--- src/rtl/u8dec_pkg.sv ---
package u8dec_pkg;

    // Width of the byte and unit counters; they saturate at their largest value.
    localparam int COUNT_WIDTH = 16;
    localparam int LIMIT_WIDTH = 16;
    // Compare width: holds a counter plus two without wrapping, and any limit.
    localparam int CMP_WIDTH =
        ((COUNT_WIDTH > LIMIT_WIDTH) ? COUNT_WIDTH : LIMIT_WIDTH) + 2;

    localparam logic [COUNT_WIDTH-1:0] COUNT_MAX = '1;
    localparam logic [LIMIT_WIDTH-1:0] LIMIT_RESET = '1;

    // Lead byte classes.
    localparam logic [7:0] LEAD3_MASK = 8'hE0;
    localparam logic [7:0] LEAD2_MASK = 8'hC0;
    localparam logic [7:0] CONT_MARK  = 8'h80;
    localparam logic [7:0] LEAD3_KEEP = 8'h0F;
    localparam logic [7:0] LEAD2_KEEP = 8'h1F;
    localparam logic [7:0] CONT_KEEP  = 8'h3F;
    localparam logic [15:0] UNIT_BAD  = 16'hFFFF;

    // Register indexes on the configuration port.
    localparam logic REG_MAX_IN  = 1'b0;
    localparam logic REG_MAX_OUT = 1'b1;

    typedef enum logic [2:0] {
        KIND_UNIT      = 3'd0,
        KIND_END       = 3'd1,
        KIND_IN_LIMIT  = 3'd2,
        KIND_OUT_LIMIT = 3'd3,
        KIND_BAD       = 3'd4
    } t_kind;

    typedef struct packed {
        logic [1:0]             pending;
        logic [15:0]            acc;
        logic [COUNT_WIDTH-1:0] pos;
        logic [COUNT_WIDTH-1:0] units;
        logic                   discarding;
    } t_state;

    typedef struct packed {
        t_kind       kind;
        logic [15:0] code_unit;
        logic [15:0] unit_count;
    } t_result;

endpackage

--- src/rtl/u8dec_step.sv ---
module u8dec_step
    import u8dec_pkg::*;
(
    input  t_state                 i_state,
    input  logic [7:0]             i_byte,
    input  logic [LIMIT_WIDTH-1:0] i_max_in,
    input  logic [LIMIT_WIDTH-1:0] i_max_out,
    output t_state                 o_state,
    output logic                   o_emit,
    output t_result                o_result
);

    logic                   lead3;
    logic                   lead2;
    logic                   in_fail;
    logic                   out_fail;
    logic [CMP_WIDTH-1:0]   pos_ext;
    logic [CMP_WIDTH-1:0]   lim_in_ext;
    logic [CMP_WIDTH-1:0]   units_ext;
    logic [CMP_WIDTH-1:0]   lim_out_ext;
    logic [COUNT_WIDTH-1:0] pos_inc;
    logic [COUNT_WIDTH-1:0] units_inc;
    logic [1:0]             pend_dec;
    logic [15:0]            acc_new;

    // Lead byte classes and limit checks, made in a width that cannot wrap.
    assign lead3       = (i_byte & LEAD3_MASK) == LEAD3_MASK;
    assign lead2       = (i_byte & LEAD2_MASK) == LEAD2_MASK;
    assign pos_ext     = CMP_WIDTH'(i_state.pos);
    assign lim_in_ext  = CMP_WIDTH'(i_max_in);
    assign units_ext   = CMP_WIDTH'(i_state.units);
    assign lim_out_ext = CMP_WIDTH'(i_max_out);
    assign in_fail     = (pos_ext >= lim_in_ext)
                      || (lead2 && (pos_ext + CMP_WIDTH'(1) >= lim_in_ext))
                      || (lead3 && (pos_ext + CMP_WIDTH'(2) >= lim_in_ext));
    assign out_fail    = units_ext + CMP_WIDTH'(1) >= lim_out_ext;

    // Saturating counter steps.
    assign pos_inc   = (i_state.pos == COUNT_MAX) ? i_state.pos
                                                  : i_state.pos + COUNT_WIDTH'(1);
    assign units_inc = (i_state.units == COUNT_MAX) ? i_state.units
                                                    : i_state.units + COUNT_WIDTH'(1);

    // A continuation byte adds six bits at the place the remaining count gives.
    assign pend_dec = i_state.pending - 2'd1;
    assign acc_new  = (pend_dec == 2'd1)
                    ? (i_state.acc | {4'b0, (i_byte & CONT_KEEP) & 8'h3F, 4'b0} << 2)
                    : (i_state.acc | {8'b0, i_byte & CONT_KEEP});

    // One decode step: next string state and at most one result.
    always_comb begin
        o_state             = i_state;
        o_emit              = 1'b0;
        o_result.kind       = KIND_UNIT;
        o_result.code_unit  = '0;
        o_result.unit_count = 16'(i_state.units);
        if (i_state.discarding) begin
            if (i_byte == 8'd0) begin
                o_state = '0;
            end
        end else if (i_state.pending == 2'd0) begin
            if (i_byte == 8'd0) begin
                o_emit        = 1'b1;
                o_result.kind = KIND_END;
                o_state       = '0;
            end else if (in_fail) begin
                o_emit             = 1'b1;
                o_result.kind      = KIND_IN_LIMIT;
                o_state.discarding = 1'b1;
            end else if (out_fail) begin
                o_emit             = 1'b1;
                o_result.kind      = KIND_OUT_LIMIT;
                o_state.discarding = 1'b1;
            end else if (i_byte < CONT_MARK) begin
                o_emit              = 1'b1;
                o_state.pos         = pos_inc;
                o_state.units       = units_inc;
                o_result.code_unit  = {8'b0, i_byte};
                o_result.unit_count = 16'(units_inc);
            end else if (lead3) begin
                o_state.acc     = {(i_byte & LEAD3_KEEP) & 8'h0F, 8'b0} << 4;
                o_state.pending = 2'd2;
                o_state.pos     = pos_inc;
            end else if (lead2) begin
                o_state.acc     = {8'b0, i_byte & LEAD2_KEEP} << 6;
                o_state.pending = 2'd1;
                o_state.pos     = pos_inc;
            end else begin
                o_emit             = 1'b1;
                o_result.kind      = KIND_BAD;
                o_state.discarding = 1'b1;
            end
        end else begin
            if (i_byte == 8'd0) begin
                o_emit        = 1'b1;
                o_result.kind = KIND_BAD;
                o_state       = '0;
            end else begin
                o_state.pos     = pos_inc;
                o_state.pending = pend_dec;
                if (pend_dec != 2'd0) begin
                    o_state.acc = acc_new;
                end else if (acc_new == UNIT_BAD) begin
                    o_emit             = 1'b1;
                    o_result.kind      = KIND_BAD;
                    o_state.acc        = '0;
                    o_state.discarding = 1'b1;
                end else begin
                    o_emit              = 1'b1;
                    o_state.acc         = '0;
                    o_state.units       = units_inc;
                    o_result.code_unit  = acc_new;
                    o_result.unit_count = 16'(units_inc);
                end
            end
        end
    end

endmodule

--- src/rtl/utf8_to_ucs2_stream_decoder.sv ---
// Channel   Direction  Signals                               Contents
// s         in         i_s_tvalid o_s_tready i_s_tdata        one UTF-8 byte per word
// m         out        o_m_tvalid i_m_tready o_m_tdata tuser  unit, count and result kind
// apb       in         i_psel i_penable i_pwrite i_paddr ...  byte and unit limits
//
// The decode step sits between the string state registers and the output
// register, so a word can be accepted every cycle while the skid register is empty.
// A result goes to the output register, or to the skid register while it is stalled.
// A two-word output stage (output register plus skid register) lets input
// continue after the output stalls until one more result has been produced;
// o_s_tready drops only while the skid register holds a result. Reset clears
// the string state, empties the output stage and sets both limits to their
// largest value.
module utf8_to_ucs2_stream_decoder
    import u8dec_pkg::*;
(
    input  logic        i_clk,
    input  logic        i_rst_n,
    // Input stream.
    input  logic        i_s_tvalid,
    output logic        o_s_tready,
    input  logic [7:0]  i_s_tdata,   // [7:0] in_byte
    // Output stream.
    output logic        o_m_tvalid,
    input  logic        i_m_tready,
    output logic [31:0] o_m_tdata,   // [15:0] code_unit, [31:16] unit_count
    output logic [2:0]  o_m_tuser,   // [2:0] kind
    // Configuration port.
    input  logic        i_psel,
    input  logic        i_penable,
    input  logic        i_pwrite,
    input  logic [2:0]  i_paddr,
    input  logic [31:0] i_pwdata,
    output logic [31:0] o_prdata,
    output logic        o_pready
);

    logic [LIMIT_WIDTH-1:0] r_max_in;
    logic [LIMIT_WIDTH-1:0] r_max_out;
    t_state                 r_state;
    t_state                 n_state;
    logic                   r_ov;
    logic                   n_ov;
    logic                   r_sv;
    logic                   n_sv;
    t_result                r_out;
    t_result                n_out;
    t_result                r_skid;
    t_result                n_skid;
    t_result                step_result;
    t_state                 step_state;
    logic                   step_emit;
    logic                   in_accept;
    logic                   out_take;
    logic                   cfg_write;

    // Configuration registers.
    assign o_pready  = 1'b1;
    assign cfg_write = i_psel && i_penable && i_pwrite && o_pready;
    assign o_prdata  = (i_paddr[2] == REG_MAX_OUT) ? 32'(r_max_out) : 32'(r_max_in);

    always_ff @(posedge i_clk) begin
        if (!i_rst_n) begin
            r_max_in  <= LIMIT_RESET;
            r_max_out <= LIMIT_RESET;
        end else if (cfg_write) begin
            if (i_paddr[2] == REG_MAX_IN) begin
                r_max_in <= i_pwdata[LIMIT_WIDTH-1:0];
            end else begin
                r_max_out <= i_pwdata[LIMIT_WIDTH-1:0];
            end
        end
    end

    // Decode step on the incoming word.
    u8dec_step u_step (
        .i_state   (r_state),
        .i_byte    (i_s_tdata),
        .i_max_in  (r_max_in),
        .i_max_out (r_max_out),
        .o_state   (step_state),
        .o_emit    (step_emit),
        .o_result  (step_result)
    );

    assign o_s_tready = !r_sv;
    assign in_accept  = i_s_tvalid && o_s_tready;
    assign out_take   = r_ov && i_m_tready;

    // String state and output stage.
    always_comb begin
        n_state = in_accept ? step_state : r_state;
        n_ov    = r_ov;
        n_sv    = r_sv;
        n_out   = r_out;
        n_skid  = r_skid;
        if (out_take) begin
            if (r_sv) begin
                n_out = r_skid;
                n_sv  = 1'b0;
            end else begin
                n_ov = 1'b0;
            end
        end
        if (in_accept && step_emit) begin
            if (!r_ov || out_take) begin
                n_out = step_result;
                n_ov  = 1'b1;
            end else begin
                n_skid = step_result;
                n_sv   = 1'b1;
            end
        end
    end

    always_ff @(posedge i_clk) begin
        if (!i_rst_n) begin
            r_state <= '0;
            r_ov    <= 1'b0;
            r_sv    <= 1'b0;
        end else begin
            r_state <= n_state;
            r_ov    <= n_ov;
            r_sv    <= n_sv;
        end
    end

    always_ff @(posedge i_clk) begin
        r_out  <= n_out;
        r_skid <= n_skid;
    end

    assign o_m_tvalid = r_ov;
    assign o_m_tdata  = {r_out.unit_count, r_out.code_unit};
    assign o_m_tuser  = r_out.kind;

endmodule

--- config.mk ---
export PLATFORM = sky130hd
export DESIGN_NAME = utf8_to_ucs2_stream_decoder
export DESIGN_NICKNAME = d
export VERILOG_FILES = /design/src/rtl/u8dec_pkg.sv /design/src/rtl/u8dec_step.sv /design/src/rtl/utf8_to_ucs2_stream_decoder.sv
export SDC_FILE = /design/constraint.sdc
export NUM_CORES = 1
export LEC_CHECK = 0
export ABC_AREA = 1
export BUFFER_PORTS_ARGS = -buffer_cell sky130_fd_sc_hd__buf_2
export CORE_ASPECT_RATIO = 0.5
export CORE_MARGIN = 5
export CORE_UTILIZATION = 49
export CTS_BUF_LIST = sky130_fd_sc_hd__clkbuf_8
export CTS_CLUSTER_DIAMETER = 120
export DETAILED_ROUTE_END_ITERATION = 10
export PLACE_DENSITY_LB_ADDON = 0.3
export SYNTH_ARGS = -nofsm -noshare
export SYNTH_HDL_FRONTEND = slang
export SYNTH_SLANG_ARGS = --single-unit
--- constraint.sdc ---
create_clock -name i_clk -period 5.1 [get_ports i_clk]
set_input_delay 1.02 -clock i_clk [delete_from_list [all_inputs] [get_ports i_clk]]
set_output_delay 1.02 -clock i_clk [all_outputs]
set_load 0.05 [all_outputs]
# After elaboration in Yosys (flattened, before gate mapping)
# Index checks and enable logic that the tools add are counted.
classes:
  reduce_logical: 21
  n_eq_ne: 15
  n_mul: 0
  div: 0
  magnitude_cmp: 5
  n_bitwise: 4
  addsub: 6
  shifts: 0
  n_mux: 61
ops:
  columns: ["operator", "n"]
  rows:
  - ["51-bit two-way mux", 5]
  - ["35-bit two-way mux", 7]
  - ["32-bit two-way mux", 5]
  - ["16-bit two-way mux", 8]
  - ["50-bit two-way mux", 2]
  - ["34-bit two-way mux", 2]
  - ["18-bit by 16-bit greater-or-equal comparator with 1-bit output", 3]
  - ["16-bit equality test, second input constant", 3]
  - ["16-bit by 1-bit adder with 17-bit output, second input constant", 2]
  - ["16-bit by 1-bit adder with 16-bit output, second input constant", 2]
  - ["24-bit two-way mux", 1]
  - ["3-bit two-way mux", 8]
  - ["1-bit two-way mux", 21]
  - ["18-bit two-way mux", 1]
  - ["16-bit by 2-bit adder with 17-bit output, second input constant", 1]
  - ["17-bit two-way mux", 1]
  - ["16-bit greater-or-equal comparator", 1]
  - ["16-bit by 12-bit bitwise OR with 16-bit output", 1]
  - ["16-bit by 6-bit bitwise OR with 16-bit output", 1]
  - ["8-bit zero test", 1]
  - ["8-bit < comparator, second input constant", 1]
  - ["1-bit logical AND", 7]
  - ["7-bit AND reduction", 1]
  - ["3-bit by 1-bit != test with 1-bit output, second input constant", 2]
  - ["other kinds (17)", 25]
totals:
  ff_bits: 155
  rom_bits: 0
  elab_cells: 127
  out_inout_bits: 70
  ram_bits: 0
  latch_bits: 0
  inputBits: 50
  mem_count: 0

# Longest topological paths before layout
depth:
  ltp_word: 11
  depth_mapped: 26
  ltp_nobuf: 25

# By module
# A second synthesis with hierarchy kept.
unflattened:
  cells_unflattened: 2013
  area_unflattened_um2: 12373.1
modules_own_cells:
  columns: ["mod", "instances", "cells_each", "area_per_inst_um2", "seq_area_each_um2"]
  rows:
  - ["utf8_to_ucs2_stream_decoder", 1, 898, 6680.2, 3453.3]
  - ["u8dec_step", 1, 1115, 5693.0, 0.0]

# Worst setup path before layout
# Ideal clock, no wire load.
synth_path:
  path_type: "reg-to-reg"
  from: "reg r_state[19] (netlist name)"
  to: "reg r_skid[0] (netlist name), enable pin"
  path_buffers: 0
  arrival_time_ns: 3.456
  path_stages_with_launch: 23
  required_time_ns: 4.684
  period_less_slack_ns: 3.872
  setup_time_ns: 0.416
  slack_ns: 1.228
  path_cell_list: "dfxtp_1 ha_1 nand2_1 nor2_1 inv_1 nor2_1 nand2_1 xor2_1 nor2_1 a21oi_1 ha_1 nand2_1 inv_1 o21bai_1 nand2_1 a21boi_0 nand3_1 a21oi_1 nand2_4 nor2_8 nand3_4 nand3_1 inv_1"
synth_between:
  elab_chain_len: 11
  elab_cells_between_ends: 15
  cone_classes: "add/sub: 2; order compare: 3; mux: 4; reduce/logical: 6"
synth_rtl:
  columns: ["element", "line", "rtl"]
  rows:
  - ["from (decl)", "utf8_to_ucs2_stream_decoder.sv:40", "t_state r_state;"]
  - ["from (signal assigned)", "utf8_to_ucs2_stream_decoder.sv:122", "r_state <= n_state;"]
  - ["16-bit by 1-bit adder with 17-bit output", "u8dec_step.sv:34", "|| (lead2 && (pos_ext + CMP_WIDTH'(1) >= lim_in_ext))"]
  - ["18-bit by 16-bit greater-or-equal comparator with 1-bit output", "u8dec_step.sv:34", null]
  - ["1-bit logical AND", "u8dec_step.sv:34", null]
  - ["1-bit logical OR", "u8dec_step.sv:34", null]
  - ["1-bit logical OR (*)", "u8dec_step.sv:35", "|| (lead3 && (pos_ext + CMP_WIDTH'(2) >= lim_in_ext));"]
  - ["1-bit two-way mux (*)", "u8dec_step.sv:66", "end else if (in_fail) begin"]
  - ["1-bit two-way mux (*)", "u8dec_step.sv:62", "if (i_byte == 8'd0) begin"]
  - ["1-bit two-way mux (*)", "u8dec_step.sv:61", "end else if (i_state.pending == 2'd0) begin"]
  - ["1-bit two-way mux (*)", "u8dec_step.sv:57", "if (i_state.discarding) begin"]
  - ["1-bit logical AND (*)", "utf8_to_ucs2_stream_decoder.sv:105", "if (in_accept && step_emit) begin"]
  - ["2-bit AND reduction (no line) (*)", null, null]
  - ["to (signal assigned)", "utf8_to_ucs2_stream_decoder.sv:130", "r_skid <= n_skid;"]
  - ["to (decl)", "utf8_to_ucs2_stream_decoder.sv:48", "t_result r_skid;"]
# Mark *: on every way between the ends. The rest lies on a longest branch, timed or not.
# A chain may end at the register's enable or synchronous reset.

# Final worst setup path
layout_path:
  from: "reg r_state[19] (netlist name)"
  to: "reg r_state[17] (netlist name)"
layout_between:
  elab_chain_len: 10
  elab_cells_between_ends: 22
  cone_classes: "add/sub: 2; order compare: 3; eq/ne: 2; mux: 10; reduce/logical: 5"
layout_rtl:
  columns: ["element"]
  rows:
  - ["branches (longest 10 deep; another with 18-bit by 16-bit greater-or-equal comparator with 1-bit output)"]
# Parallel ways; which one is timed is not known. The select of a mux whose other input is x is not followed.

==> qor.tcl <==
set qor(drcViolationCount) 0
set qor(status) {finished clean}
set qor(layout.cells.most_common) {sky130_fd_sc_hd__nand2_1}
set qor(vias_per_cell) 5.34
set qor(route.met3.wl_um) 2530
set qor(drt-met1-wl_um) 14000
set qor(maxSlewHeadroom_pct) 23.1
set qor(synth.yosys.warnings) 0
set qor(tightest_slew_ns) 1.15
set qor(antenna_left) 0
set qor(static-leakage-power_nw) 5.89
set qor(startpoint_type) {flop}
set qor(worstHoldPathType) {flop to flop}
set qor(final_layout_size_suffix_gt1_share_pct) 13.2
set qor(area.growth.synth_to_final_pct) 8.76
set qor(yosysUniqueCellTypes) 52
set qor(synth.yosys.seq_area_share_pct) 32.5
set qor(first_pass_iters) 5
set qor(globalRouteOverflowTotal) 0
set qor(initial_core_utilization_pct) 49.4
set qor(maxUsedRoutingLayer) {met4}
set qor(clock_insertion_delay_worst_skew_ns) 0.49
set qor(rsz0062_at_grt) {no}
set qor(first_pass_grt_wire_length_um) 47500
set qor(path_clk_slew_ns) 0.10
set qor(ctsLongestPathBuffers) 2
set qor(cap_violations) 0
set qor(finalCritPeriodShare_pct) 86.2
set qor(antenna_cells_inserted) 0
set qor(setup_total_negative_slack_ns) 0
set qor(most-common-layout-cells) {sky130_fd_sc_hd__nand2_1, sky130_fd_sc_hd__inv_1, sky130_fd_sc_hd__a21oi_1}
set qor(area.sequential_sq_um) 3450
set qor(critical_path.max_stage_delay_ns) 0.49
set qor(cts_made_buffers) 17
set qor(grt_pass1_vias) 9296
set qor(worstSetupEndpointType) {flop}
set qor(slew_viols_final) 0
set qor(gate_count_of_the_mapped_netlist) 1497
set qor(antenna_found_initial) 0
set qor(cts.repair.resized) 0
set qor(maximum_vdd_drop_mv) 0.183
set qor(postCtsHoldBufs) 0
set qor(die-area_sq_um) 24900
set qor(groute.usage.overall_pct) 23.6
set qor(worst_ep_arrival_ns) 4.76
set qor(post-route-util_pct) 53.8
set qor(cts_tree) {done}
set qor(critical_path_data_required_time_ns) 5.46
set qor(detail_route.iter0.violations) 1117
set qor(synth_edf_count) 35
set qor(top_level_ports) 120
set qor(setup-violations-final) 0
set qor(worst_slack_ns) 0.702
set qor(crit_path_max_fanout) 18
set qor(synth_top_area_share_pct) 22.6
set qor(final_net_count) 1672
set qor(core-area_sq_um) 21500
set qor(clock_skew_ns) 0.0138
set qor(critPathKind) {flop to flop}
set qor(post-cts-setup-buffer-count) 0
set qor(synth.ff_latch_count) 155
set qor(multiInputGateArea_sq_um) 6010
set qor(clock-sinks) 155
set qor(chipHeight_um) 114
set qor(post-route-cell-area_sq_um) 11600
set qor(finalHoldViolations) 0
set qor(syn-cell-area_sq_um) 10600
set qor(grt_max_degree) 56
set qor(drt-wirelength-per-cell_um) 15.8
set qor(cts-htree-levels) 4
set qor(achievable-frequency_ghz) 0.227
set qor(placed_area_sq_um) 11200
set qor(clock-root-buffer) {sky130_fd_sc_hd__clkbuf_8}
set qor(critical-path-slowest-cell) {sky130_fd_sc_hd__dfxtp_1}
set qor(synth_top_cell_by_area) {sky130_fd_sc_hd__dfxtp_1}
set qor(worstPathBufferInverterCount) 4
set qor(critPathTopFamily) {simple AND/OR/NAND/NOR gates}
set qor(wirelength_um) 29500
set qor(detailroute.via_count) 9973
set qor(synthFlopType) {sky130_fd_sc_hd__dfxtp_1}
set qor(routabilityCongestion) 0.953
set qor(dp_worst_setup_slack_ns) 0.726
set qor(finalCriticalPeriod_ns) 4.40
set qor(hpwl_um) 22200
set qor(placement.io_buffers) 84
set qor(detailroute.wirelength.met2_um) 12700
set qor(dieWidth_um) 218
set qor(rows) 38
set qor(postSynthAreaPerCell_sq_um) 7.10
set qor(cellPowerDensity_nw_per_um2) 346
set qor(postSynth.asyncResetShare_pct) 0
set qor(synthTopCellsByArea) {sky130_fd_sc_hd__dfxtp_1, sky130_fd_sc_hd__nand2_1, sky130_fd_sc_hd__edfxtp_1, sky130_fd_sc_hd__ha_1, sky130_fd_sc_hd__inv_1}
set qor(num-fill-cells) 2065
[power breakdown]
group	switching, W	leakage, nW	internal [W]	total, W
clock	0.000571	0.204	0.000373	0.000944
combinational	0.00111	4.36	0.000416	0.00153
sequential	0.000107	1.32	0.00143	0.00153
total	0.00179	5.89	0.00221	0.00400
[worst reg2reg max path: cells and delay by family, from the launching register on]
kind / cells / cell delay, ns
xor gates and xnor gates: 2 / 0.37
AOI/OAI and AO/OA: 4 / 0.81
and+or+nand+nor: 13 / 1.55
DFF: 1 / 0.49
buffers and inverters: 4 / 0.51
adders and majority gates: 2 / 0.54
[synth_stat cells (6+ instances only)]
| master | instances |
|---|---|
| sky130_fd_sc_hd__nand2_1 | 362 |
| sky130_fd_sc_hd__inv_1 | 201 |
| sky130_fd_sc_hd__a21oi_1 | 122 |
| sky130_fd_sc_hd__dfxtp_1 | 120 |
| sky130_fd_sc_hd__o21ai_0 | 116 |
| sky130_fd_sc_hd__nor2_1 | 89 |
| sky130_fd_sc_hd__ha_1 | 69 |
| sky130_fd_sc_hd__nand3_1 | 68 |
| sky130_fd_sc_hd__clkbuf_1 | 35 |
| sky130_fd_sc_hd__edfxtp_1 | 35 |
| sky130_fd_sc_hd__nor3_1 | 32 |
| sky130_fd_sc_hd__mux2i_1 | 29 |
| sky130_fd_sc_hd__nand4_1 | 28 |
| sky130_fd_sc_hd__xor2_1 | 26 |
| sky130_fd_sc_hd__o21ai_2 | 21 |
| sky130_fd_sc_hd__buf_4 | 19 |
| sky130_fd_sc_hd__a21boi_2 | 9 |
| sky130_fd_sc_hd__buf_2 | 9 |
| sky130_fd_sc_hd__nand2_2 | 9 |
| sky130_fd_sc_hd__buf_6 | 8 |
| sky130_fd_sc_hd__nand3_2 | 7 |
| sky130_fd_sc_hd__o211ai_1 | 6 |
[per-stage QoR]
step	hold WS, ns	power [W]	cells
floorplan	0.427	0.00272	1512
global placement	0.438	0.00302	1834
detailed placement	0.441	0.00307	1834
CTS	0.456	0.00402	1866
global route	0.481	0.00424	1866
finish	0.455	0.00400	1866
[routing by layer]
layer / GRT usage (%) / up-vias
met2: 36.4 / 386
met3: 5.02 / 20
met4: 4.81 / 0
met5: 0 / -
li1: - / 4987
met1: 34.5 / 4580
[flip-flops by register name (all words and copies together) (netlist names)]
name and flops:
r_max_in 16, o_m_tdata 32, o_m_tvalid 1, r_sv 1
r_state 51, r_max_out 16, r_skid 35, o_m_tuser 3
[worst paths after layout]
path | cells past startpoint | to | slack, ns | startpoint
setup / recovery | 25 | r_state[17] | 0.70 | r_state[19]
hold / removal | 2 | r_state[44] | 0.45 | r_state[44]
setup reg to reg | 25 | r_state[17] | 0.70 | r_state[19]
hold reg to reg | 2 | r_state[44] | 0.45 | r_state[44]
[cell type report]
type,instances,area share [%]
clock inverter,15,1.44
clock buffer,17,2.03
sequential,155,29.9
inverter,211,6.92
tap,300,3.25
timing repair buffer,97,4.48
multi-input combinational,1071,52.0
[kinds of logic after synthesis]
logic type	Yosys count	synth area share (%)
flip-flops	155	32.5
buffers and inverters	286	11.5
XOR/XNOR	28	2.31
adder cells (fa/ha/maj)	69	8.13
AO/OA/AOI/OAI	305	16.6
other	2	0.0707
AND/OR/NAND/NOR	623	26.1
multiplexers	29	2.73
Note: power is estimated with default switching activity, not from simulation.
